===== config.mk =====
export PLATFORM = sky130hd
export DESIGN_NAME = smls_acc
export DESIGN_NICKNAME = d
export VERILOG_FILES = /design/src/design/sparse_multiclass_linear_scorer_unit_assert.svh /design/src/design/smls_pkg.sv /design/src/design/smls_acc.sv
export SDC_FILE = /design/constraint.sdc
export NUM_CORES = 2
export LEC_CHECK = 0
export ABC_CLOCK_PERIOD_IN_PS = 6700
export BUFFER_PORTS_ARGS = -buffer_cell sky130_fd_sc_hd__buf_2
export CORE_MARGIN = 5
export CORE_UTILIZATION = 58
export CTS_BUF_LIST = sky130_fd_sc_hd__clkbuf_16
export CTS_CLUSTER_SIZE = 30
export DETAILED_ROUTE_END_ITERATION = 16
export PLACE_DENSITY = 0.78
export SYNTH_ARGS = -nofsm -noshare
export SYNTH_HDL_FRONTEND = slang
export SYNTH_SLANG_ARGS = --single-unit

===== constraint.sdc =====
create_clock -name i_clk -period 6.7 [get_ports i_clk]
set_clock_uncertainty 0.2 [all_clocks]
set_input_delay 0.67 -clock i_clk [delete_from_list [all_inputs] [get_ports i_clk]]
set_output_delay 0.67 -clock i_clk [all_outputs]
set_load 0.01 [all_outputs]

===== src/design/sparse_multiclass_linear_scorer_unit_assert.svh =====
// assertion macros for the sparse multiclass linear scorer
`ifndef SPARSE_MULTICLASS_LINEAR_SCORER_UNIT_ASSERT_SVH
`define SPARSE_MULTICLASS_LINEAR_SCORER_UNIT_ASSERT_SVH
`ifndef SYNTHESIS
// checked outside reset
`define SMLS_ASSERT(lbl, prop, msg) \
    lbl: assert property (@(posedge i_clk) disable iff (!i_rst_n) prop) else $error(msg);
// checked at every edge, reset included
`define SMLS_ASSERT_ALWAYS(lbl, prop, msg) \
    lbl: assert property (@(posedge i_clk) prop) else $error(msg);
`else
`define SMLS_ASSERT(lbl, prop, msg)
`define SMLS_ASSERT_ALWAYS(lbl, prop, msg)
`endif
`endif


===== src/design/smls_pkg.sv =====
// shared constants and types of the sparse multiclass linear scorer
`default_nettype none
package smls_pkg;

    localparam int MAX_CLASSES  = 16;
    localparam int MAX_FEATURES = 4096;
    localparam int WEIGHT_DEPTH = 65536;

    // fixed field widths
    localparam int CMD_W   = 1;
    localparam int WADDR_W = 16;
    localparam int W_W     = 24;
    localparam int FID_W   = 12;
    localparam int F_W     = 16;
    localparam int LBL_W   = 4;
    localparam int ACC_W   = 48;
    localparam int PROD_W  = W_W + F_W;
    localparam int BSC_W   = 47;
    localparam int NC_W    = 5;
    localparam int NF_W    = 13;

    // derived widths
    localparam int RADDR_W = $clog2(WEIGHT_DEPTH);
    localparam int ASUM_W  = $clog2(MAX_FEATURES * MAX_CLASSES + MAX_CLASSES) + 1;
    localparam int CLS_W   = $clog2(MAX_CLASSES);

    localparam int BIAS_SHIFT = 8;

    // configuration port
    localparam int CFG_IDX_W  = 1;
    localparam int CFG_DATA_W = 13;
    localparam logic [CFG_IDX_W-1:0] CFG_NUM_CLASSES  = 1'b0;
    localparam logic [CFG_IDX_W-1:0] CFG_NUM_FEATURES = 1'b1;

    // item commands
    localparam logic [CMD_W-1:0] CMD_WRITE   = 1'b0;
    localparam logic [CMD_W-1:0] CMD_FEATURE = 1'b1;

    // tag that follows a weight read down the pipe
    typedef struct packed {
        logic             valid;
        logic             bias;
        logic             oob;
        logic [CLS_W-1:0] y;
    } t_tag;

    // control of the best-class scan
    typedef struct packed {
        logic             clr;
        logic             step;
        logic [CLS_W-1:0] y;
    } t_scan;

endpackage
`default_nettype wire


===== src/design/smls_acc.sv =====
// multiply stage, score accumulators with saturation, best-class scan
`default_nettype none
module smls_acc (
    input  wire                                    i_clk,
    input  wire                                    i_rst_n,
    input  wire  smls_pkg::t_tag                   i_tag,
    input  wire  signed [smls_pkg::W_W-1:0]        i_weight,
    input  wire  signed [smls_pkg::F_W-1:0]        i_fval,
    input  wire  smls_pkg::t_scan                  i_scan,
    input  wire  [smls_pkg::CLS_W-1:0]             i_km1,
    output logic signed [smls_pkg::ACC_W-1:0]      o_best,
    output logic [smls_pkg::CLS_W-1:0]             o_best_class,
    output logic signed [smls_pkg::ACC_W-1:0]      o_first
);

    localparam int AW = smls_pkg::ACC_W;

    smls_pkg::t_tag             r_s2;
    logic signed [AW-1:0]       r_prod;
    logic signed [AW-1:0]       r_score [0:smls_pkg::MAX_CLASSES-2];
    logic signed [AW-1:0]       r_best;
    logic [smls_pkg::CLS_W-1:0] r_best_class;

    logic signed [smls_pkg::PROD_W-1:0] mul;
    logic signed [AW-1:0]               bias_ext;
    logic [smls_pkg::CLS_W-1:0]         rd_y;
    logic signed [AW-1:0]               sel;
    logic signed [AW:0]                 sum;
    logic signed [AW-1:0]               sat;

    assign mul      = i_weight * i_fval;
    assign bias_ext = AW'($signed({i_weight, {smls_pkg::BIAS_SHIFT{1'b0}}}));

    always_ff @(posedge i_clk) begin
        if (!i_rst_n) begin
            r_s2 <= '0;
        end else begin
            r_s2 <= i_tag;
        end
    end

    always_ff @(posedge i_clk) begin
        if (i_tag.bias) begin
            r_prod <= bias_ext;
        end else if (i_tag.oob) begin
            r_prod <= '0;
        end else begin
            r_prod <= AW'(mul);
        end
    end

    // single read address: scan and accumulate never overlap
    assign rd_y = i_scan.step ? i_scan.y : r_s2.y;
    assign sel  = r_score[rd_y];
    assign sum  = {sel[AW-1], sel} + {r_prod[AW-1], r_prod};

    always_comb begin
        if (sum[AW] != sum[AW-1]) begin
            sat = sum[AW] ? {1'b1, {(AW-1){1'b0}}} : {1'b0, {(AW-1){1'b1}}};
        end else begin
            sat = sum[AW-1:0];
        end
    end

    always_ff @(posedge i_clk) begin
        if (!i_rst_n) begin
            for (int i = 0; i < smls_pkg::MAX_CLASSES - 1; i++) begin
                r_score[i] <= '0;
            end
        end else if (r_s2.valid) begin
            r_score[r_s2.y] <= r_s2.bias ? r_prod : sat;
        end
    end

    always_ff @(posedge i_clk) begin
        if (i_scan.clr) begin
            r_best       <= '0;
            r_best_class <= i_km1;
        end else if (i_scan.step && (sel > r_best)) begin
            r_best       <= sel;
            r_best_class <= i_scan.y;
        end
    end

    assign o_best       = r_best;
    assign o_best_class = r_best_class;
    assign o_first      = r_score[0];

endmodule
`default_nettype wire


**Word level (Yosys, flattened, before mapping)**

Memories as Yosys holds them, arrays and structs flattened.
Index checks and enable logic that the tools add are counted.

- Add/sub/neg operators: 1
- $mul: 1
- $lt $le $gt $ge: 1
- Equal/unequal tests: 1
- Mux-type cells: 15
- Reductions and logical operators: 4

Operators with widths:

| kind | number |
|---|---|
| two-way mux 48 bit | 6 |
| adder 48 x 48 -> 49 bit | 1 |
| greater-than comparator 48 bit | 1 |
| OR reduction 48 bit | 1 |
| multiplier 24 x 16 -> 40 bit | 1 |
| two-way mux 4 bit | 4 |
| two-way mux 1 bit | 5 |
| nonzero test 2 bit | 1 |
| OR reduction 2 bit | 1 |
| logical AND 1 bit | 1 |
| inequality test 1 bit | 1 |

- Register bits: 106
- Memory bits (writable): 720
- Input bits: 59
- Output and inout port bits: 100
- Word-level logic and storage cells: 31
- Memories kept: 1

Memories:

| name | depth | width | rd ports | clocked after memory_dff | write ports | RTL line | source |
|---|---|---|---|---|---|---|---|
| r_score | 15 | 48 | 2 | 0 | 15 | smls_acc.sv:20 | `logic signed [AW-1:0] r_score [0:smls_pkg::MAX_CLASSES-2];` |

**Longest topological paths before layout**

An unclocked memory read counts as a cell.

- Depth after elaboration: 7
- Depth in mapped cells: 27
- Gate-level depth less buffers: 25

**Worst setup path after synthesis**

No wires, ideal clock.

- Path kind: input to register
- From: in i_weight[23] (netlist bit)
- To: reg r_prod[38]
- Library setup time: 0.131 ns
- Data arrival time: 6.521 ns
- Required time: 6.369 ns
- Slack: -0.152 ns
- Stages: 25
- Path buffers: 2
- Path through: clkbuf_1 -> clkbuf_1 -> nand2_1 -> inv_1 -> fa_1 -> inv_1 -> fa_1 -> inv_1 -> fa_1 -> fa_1 -> fa_1 -> inv_1 -> fa_1 -> inv_1 -> ha_1 -> o21a_1 -> o21a_1 -> a21o_1 -> a31oi_1 -> o21ai_0 -> a2111o_1 -> a21oi_1 -> a31oi_1 -> mux2i_1 -> o211ai_1

- Cells in the longest elaborated chain, start to end: 3

RTL lines:

| what | RTL line | source |
|---|---|---|
| from (decl) | smls_acc.sv:7 | `input wire signed [smls_pkg::W_W-1:0] i_weight,` |
| multiplier 24 x 16 -> 40 bit | smls_acc.sv:31 | `assign mul = i_weight * i_fval;` |
| two-way mux 48 bit | smls_acc.sv:45 | `end else if (i_tag.oob) begin` |
| two-way mux 48 bit (*) | smls_acc.sv:43 | `if (i_tag.bias) begin` |
| to (signal assigned) | smls_acc.sv:44 | `r_prod <= bias_ext;` |
| to (signal assigned) | smls_acc.sv:48 | `r_prod <= AW'(mul);` |
| to (decl) | smls_acc.sv:19 | `logic signed [AW-1:0] r_prod;` |

Mark *: on every way between the ends. The rest lies on a longest branch, timed or not.
A chain may end at the register's enable or synchronous reset.

**Final worst setup path**

- From: in i_weight[10] (netlist bit)
- To: reg r_prod[46]

- Cells in the longest elaborated chain, start to end: 3

RTL lines:

| what | RTL line |
|---|---|
| multiplier 24 x 16 -> 40 bit | smls_acc.sv:31 |
| two-way mux 48 bit | smls_acc.sv:45 |
| two-way mux 48 bit | smls_acc.sv:43 |

Every way passes these cells.

==> results.ini <==
[run_status]
outcome = finished, final reports clean

[clock_network]
clkTransAtPathRegs_ns = 0.06
cts_root_buf = clkbuf_16
worstSkewPairLatency_ns = 0.66
h-tree-depth = 3
cts_sinks = 866
cts_buffer_depth = 3
post_cts_buffers = 0
cts_inserted_buffers = 81
tritoncts = yes
postCtsHoldBufs = 0
cts_resized = 0

[critical_path]
path_cells = buf_2 > nand2_1 > fa_1 > fa_1 > fa_1 > fa_1 > inv_1 > fa_1 > inv_1 > fa_1 > inv_1 > ha_1 > a21oi_1 > o21ai_2 > a21o_1 > a21oi_1 > o32a_1 > o21a_1 > o32a_1 > a211oi_1 > o21ai_0 > a32o_1
crit_arrival_ns = 6.72
max_stage_delay_ns = 0.58
crit_type = in2reg
crit_required_ns = 7.03
end_kind = flop
slowest_stage = fa_1
worst_path_most_repeated_cell = fa_1
worst_r2r_path_depth = 20
r2r_slack_ns = 0.34
reg2reg_to = o_best[25]$_SDFFE_PP0P_
cp_num_buf_inv = 4
r2r-start = r_s2[1]$_SDFF_PN0_
worstSetupStartpointType = input pin
crit_family = adder cells
crit_fanout = 8

[power_and_ir_drop]
p_leak_uw = 0.0266
peakVddDrop_mv = 0.700
p_total_uw = 35100
powerDensity_nw_per_um2 = 557

[finish]
layout.nets = 5754
final_util = 0.664
layout-drive-gt1-share = 0.192
area_growth_pct = 14.0

[die]
rows = 113
start_util = 0.582
die_h_um = 318
dieArea_um2 = 101000
die_w_um = 318
ios = 159
core_um2 = 94700

[synth]
synth_xor_area_frac = 0.0126
synth_mux_area_frac = 0.0925
synth.area.top_cells = edfxtp_1, fa_1, mux4_2, nor2_1, ha_1
synth_edf_count = 772
synth_top_family_by_area = adder cells
syn_inst = 4789
synth_top_area_frac = 0.420
synth_area_per_cell_um2 = 11.5
synth_flop_cell = edfxtp_1
yosysWarningCount = 0
synth_area_leader_cell = edfxtp_1
synthAdderAreaFrac = 0.182
synth.distinct_cells = 96
synth.net_count = 5417
synth_seq_cells = 866
synthArstFlopShare = 0
synth-compound-area-share = 0.0692
synth_area_um2 = 55200
ys_seq_area_frac = 0.454
synthSimpleGateAreaFrac = 0.128

[place]
gp_congestion = 0.971
io_buffers = 158
dpl.hpwl_mm = 113

[worst_hold_path]
whs_endpoint = r_s2[1]$_SDFF_PN0_
hold_path_class = in2reg
hold_start = i_tag[1]
holdPathStages = 2

[run]
cap_violations = 0

[sta]
setup_viol = 0
slew_violations = 0
layout_worst_path_cycle_share = 0.955
fmax_ghz = 0.156
finalCriticalPeriod_ns = 6.40
hold_violations = 0
worst_slew_pin_slew_ns = 1.14
rsz0062_at_grt = no
setup_tns_ns = 0
slew_headroom = 0.243

[detailed_routing]
firstDrtPassIters = 7
first_iter_violations = 5104
viasPerCell = 6.21
drc = 0
routed_wl_mm = 164
postRouteAntennaNets = 0
wl_per_cell_um = 25.4
dr_total_vias = 40100

[grt]
grt_pass1_vias = 41900
grt_use_total = 0.323
grt_start_max_net_pins = 54
antenna_found_initial = 5
grt_first_pass_wirelength_mm = 251
gr-total-overflow = 0

## cell usage in the layout (no fill, tap or decap), types with 15 or more instances in the layout
cell	n
inv_1	557
ha_1	194
nand4_1	27
xnor2_1	46
o21ai_0	81
nand3_1	32
dfxtp_1	93
clkinv_1	15
nand2_2	28
and2_1	205
nand2_1	407
o21bai_1	17
nor2_1	860
a21oi_1	107
fa_1	373
mux4_2	192
a31oi_1	54
buf_2	158
buf_4	316
a211oi_1	67
edfxtp_1	772
nor3_1	22
mux2i_1	50
clkbuf_16	87
o21a_1	19
buf_12	79
nand2b_1	16
a21o_1	48
xor2_1	29
## layer usage
layer  GRT usage  up-vias  routed length [µm]  share of wire
met5           0        -                  56        0.00034
met1       0.425    19800               58400           0.36
met3      0.0801      587               20500           0.12
met2       0.523     2876               77300           0.47
met4       0.131        8                7810          0.048
li1            -    16900                   -              -
## stage by stage
step / setup WS [ns] / std cells / area [µm²] / hold slack (ns)
2_1_floorplan: -0.00480 / 4789 / 55200 / 0.344
3_3_place_gp: -0.264 / 6308 / 60300 / 0.295
3_5_place_dp: -0.343 / 6308 / 60300 / 0.308
4_1_cts: 0.342 / 6458 / 62900 / 0.0130
5_1_grt: 0.00739 / 6458 / 62900 / 0.0546
6_report: 0.305 / 6461 / 62900 / 0.0373
## power breakdown
group	total (µW)	switching [µW]	internal, µW
logic	23800	13000	10800
clock network	4570	2030	2540
registers	6710	317	6390
## cell usage after synthesis (67+ instances only)
library cell  instances
a211oi_1             67
a21oi_1             108
and2_1              205
clkbuf_1            194
dfxtp_1              94
edfxtp_1            772
fa_1                375
ha_1                194
inv_1               540
mux4_2              192
nand2_1             434
nor2_1              860
o21ai_0              82
## worst max path at each step
stage / start / end / slack, ns / depth (start not counted)
after floorplan: i_weight[23] / r_prod[38]$_DFF_P_ / -0.005 / 25
after global placement: i_weight[10] / r_prod[46]$_DFF_P_ / -0.26 / 22
after detailed placement: i_weight[10] / r_prod[46]$_DFF_P_ / -0.34 / 22
after CTS: i_weight[10] / r_prod[46]$_DFF_P_ / 0.34 / 22
after global routing: i_fval[1] / r_prod[36]$_DFF_P_ / 0.007 / 26
final: i_weight[10] / r_prod[46]$_DFF_P_ / 0.30 / 22
## cell families (layout without fill, tap and decap cells)
kind of cell | count (synthesis) | in the layout
buffers and inverters | 842 | 1246
other | 0 | 3
flip-flops | 866 | 866
AND/OR/NAND/NOR | 1651 | 1651
multiplexers | 260 | 260
XOR/XNOR | 77 | 77
AO/OA/AOI/OAI | 516 | 516
adder cells (fa/ha/maj) | 577 | 577
## final cells by class
cell class | instances | area [µm²]
timing repair buffer | 553 | 4740
clock buffer | 87 | 2180
fill | 6719 | 31800
sequential | 866 | 25100
inverter | 543 | 2040
multi-input combinational | 3081 | 26900
tap | 1265 | 1580
antenna | 3 | 7.51
clock inverter | 63 | 422
## registers in the layout (all words and copies together) (netlist names)
register,count
r_score,768
r_prod,40
o_best_class,4
r_s2,6
o_best,48
## worst reg2reg max path: cells and delay by family (launching register included)
family                     cells  cell delay [ns]
and+or+nand+nor                8             2.07
muxes                          4             1.34
buffers and inverters          4             0.88
AOI/OAI and AO/OA              3             0.71
adders and majority gates      1             0.51
DFF                            1             0.49
(Power assumes the default switching activity.)
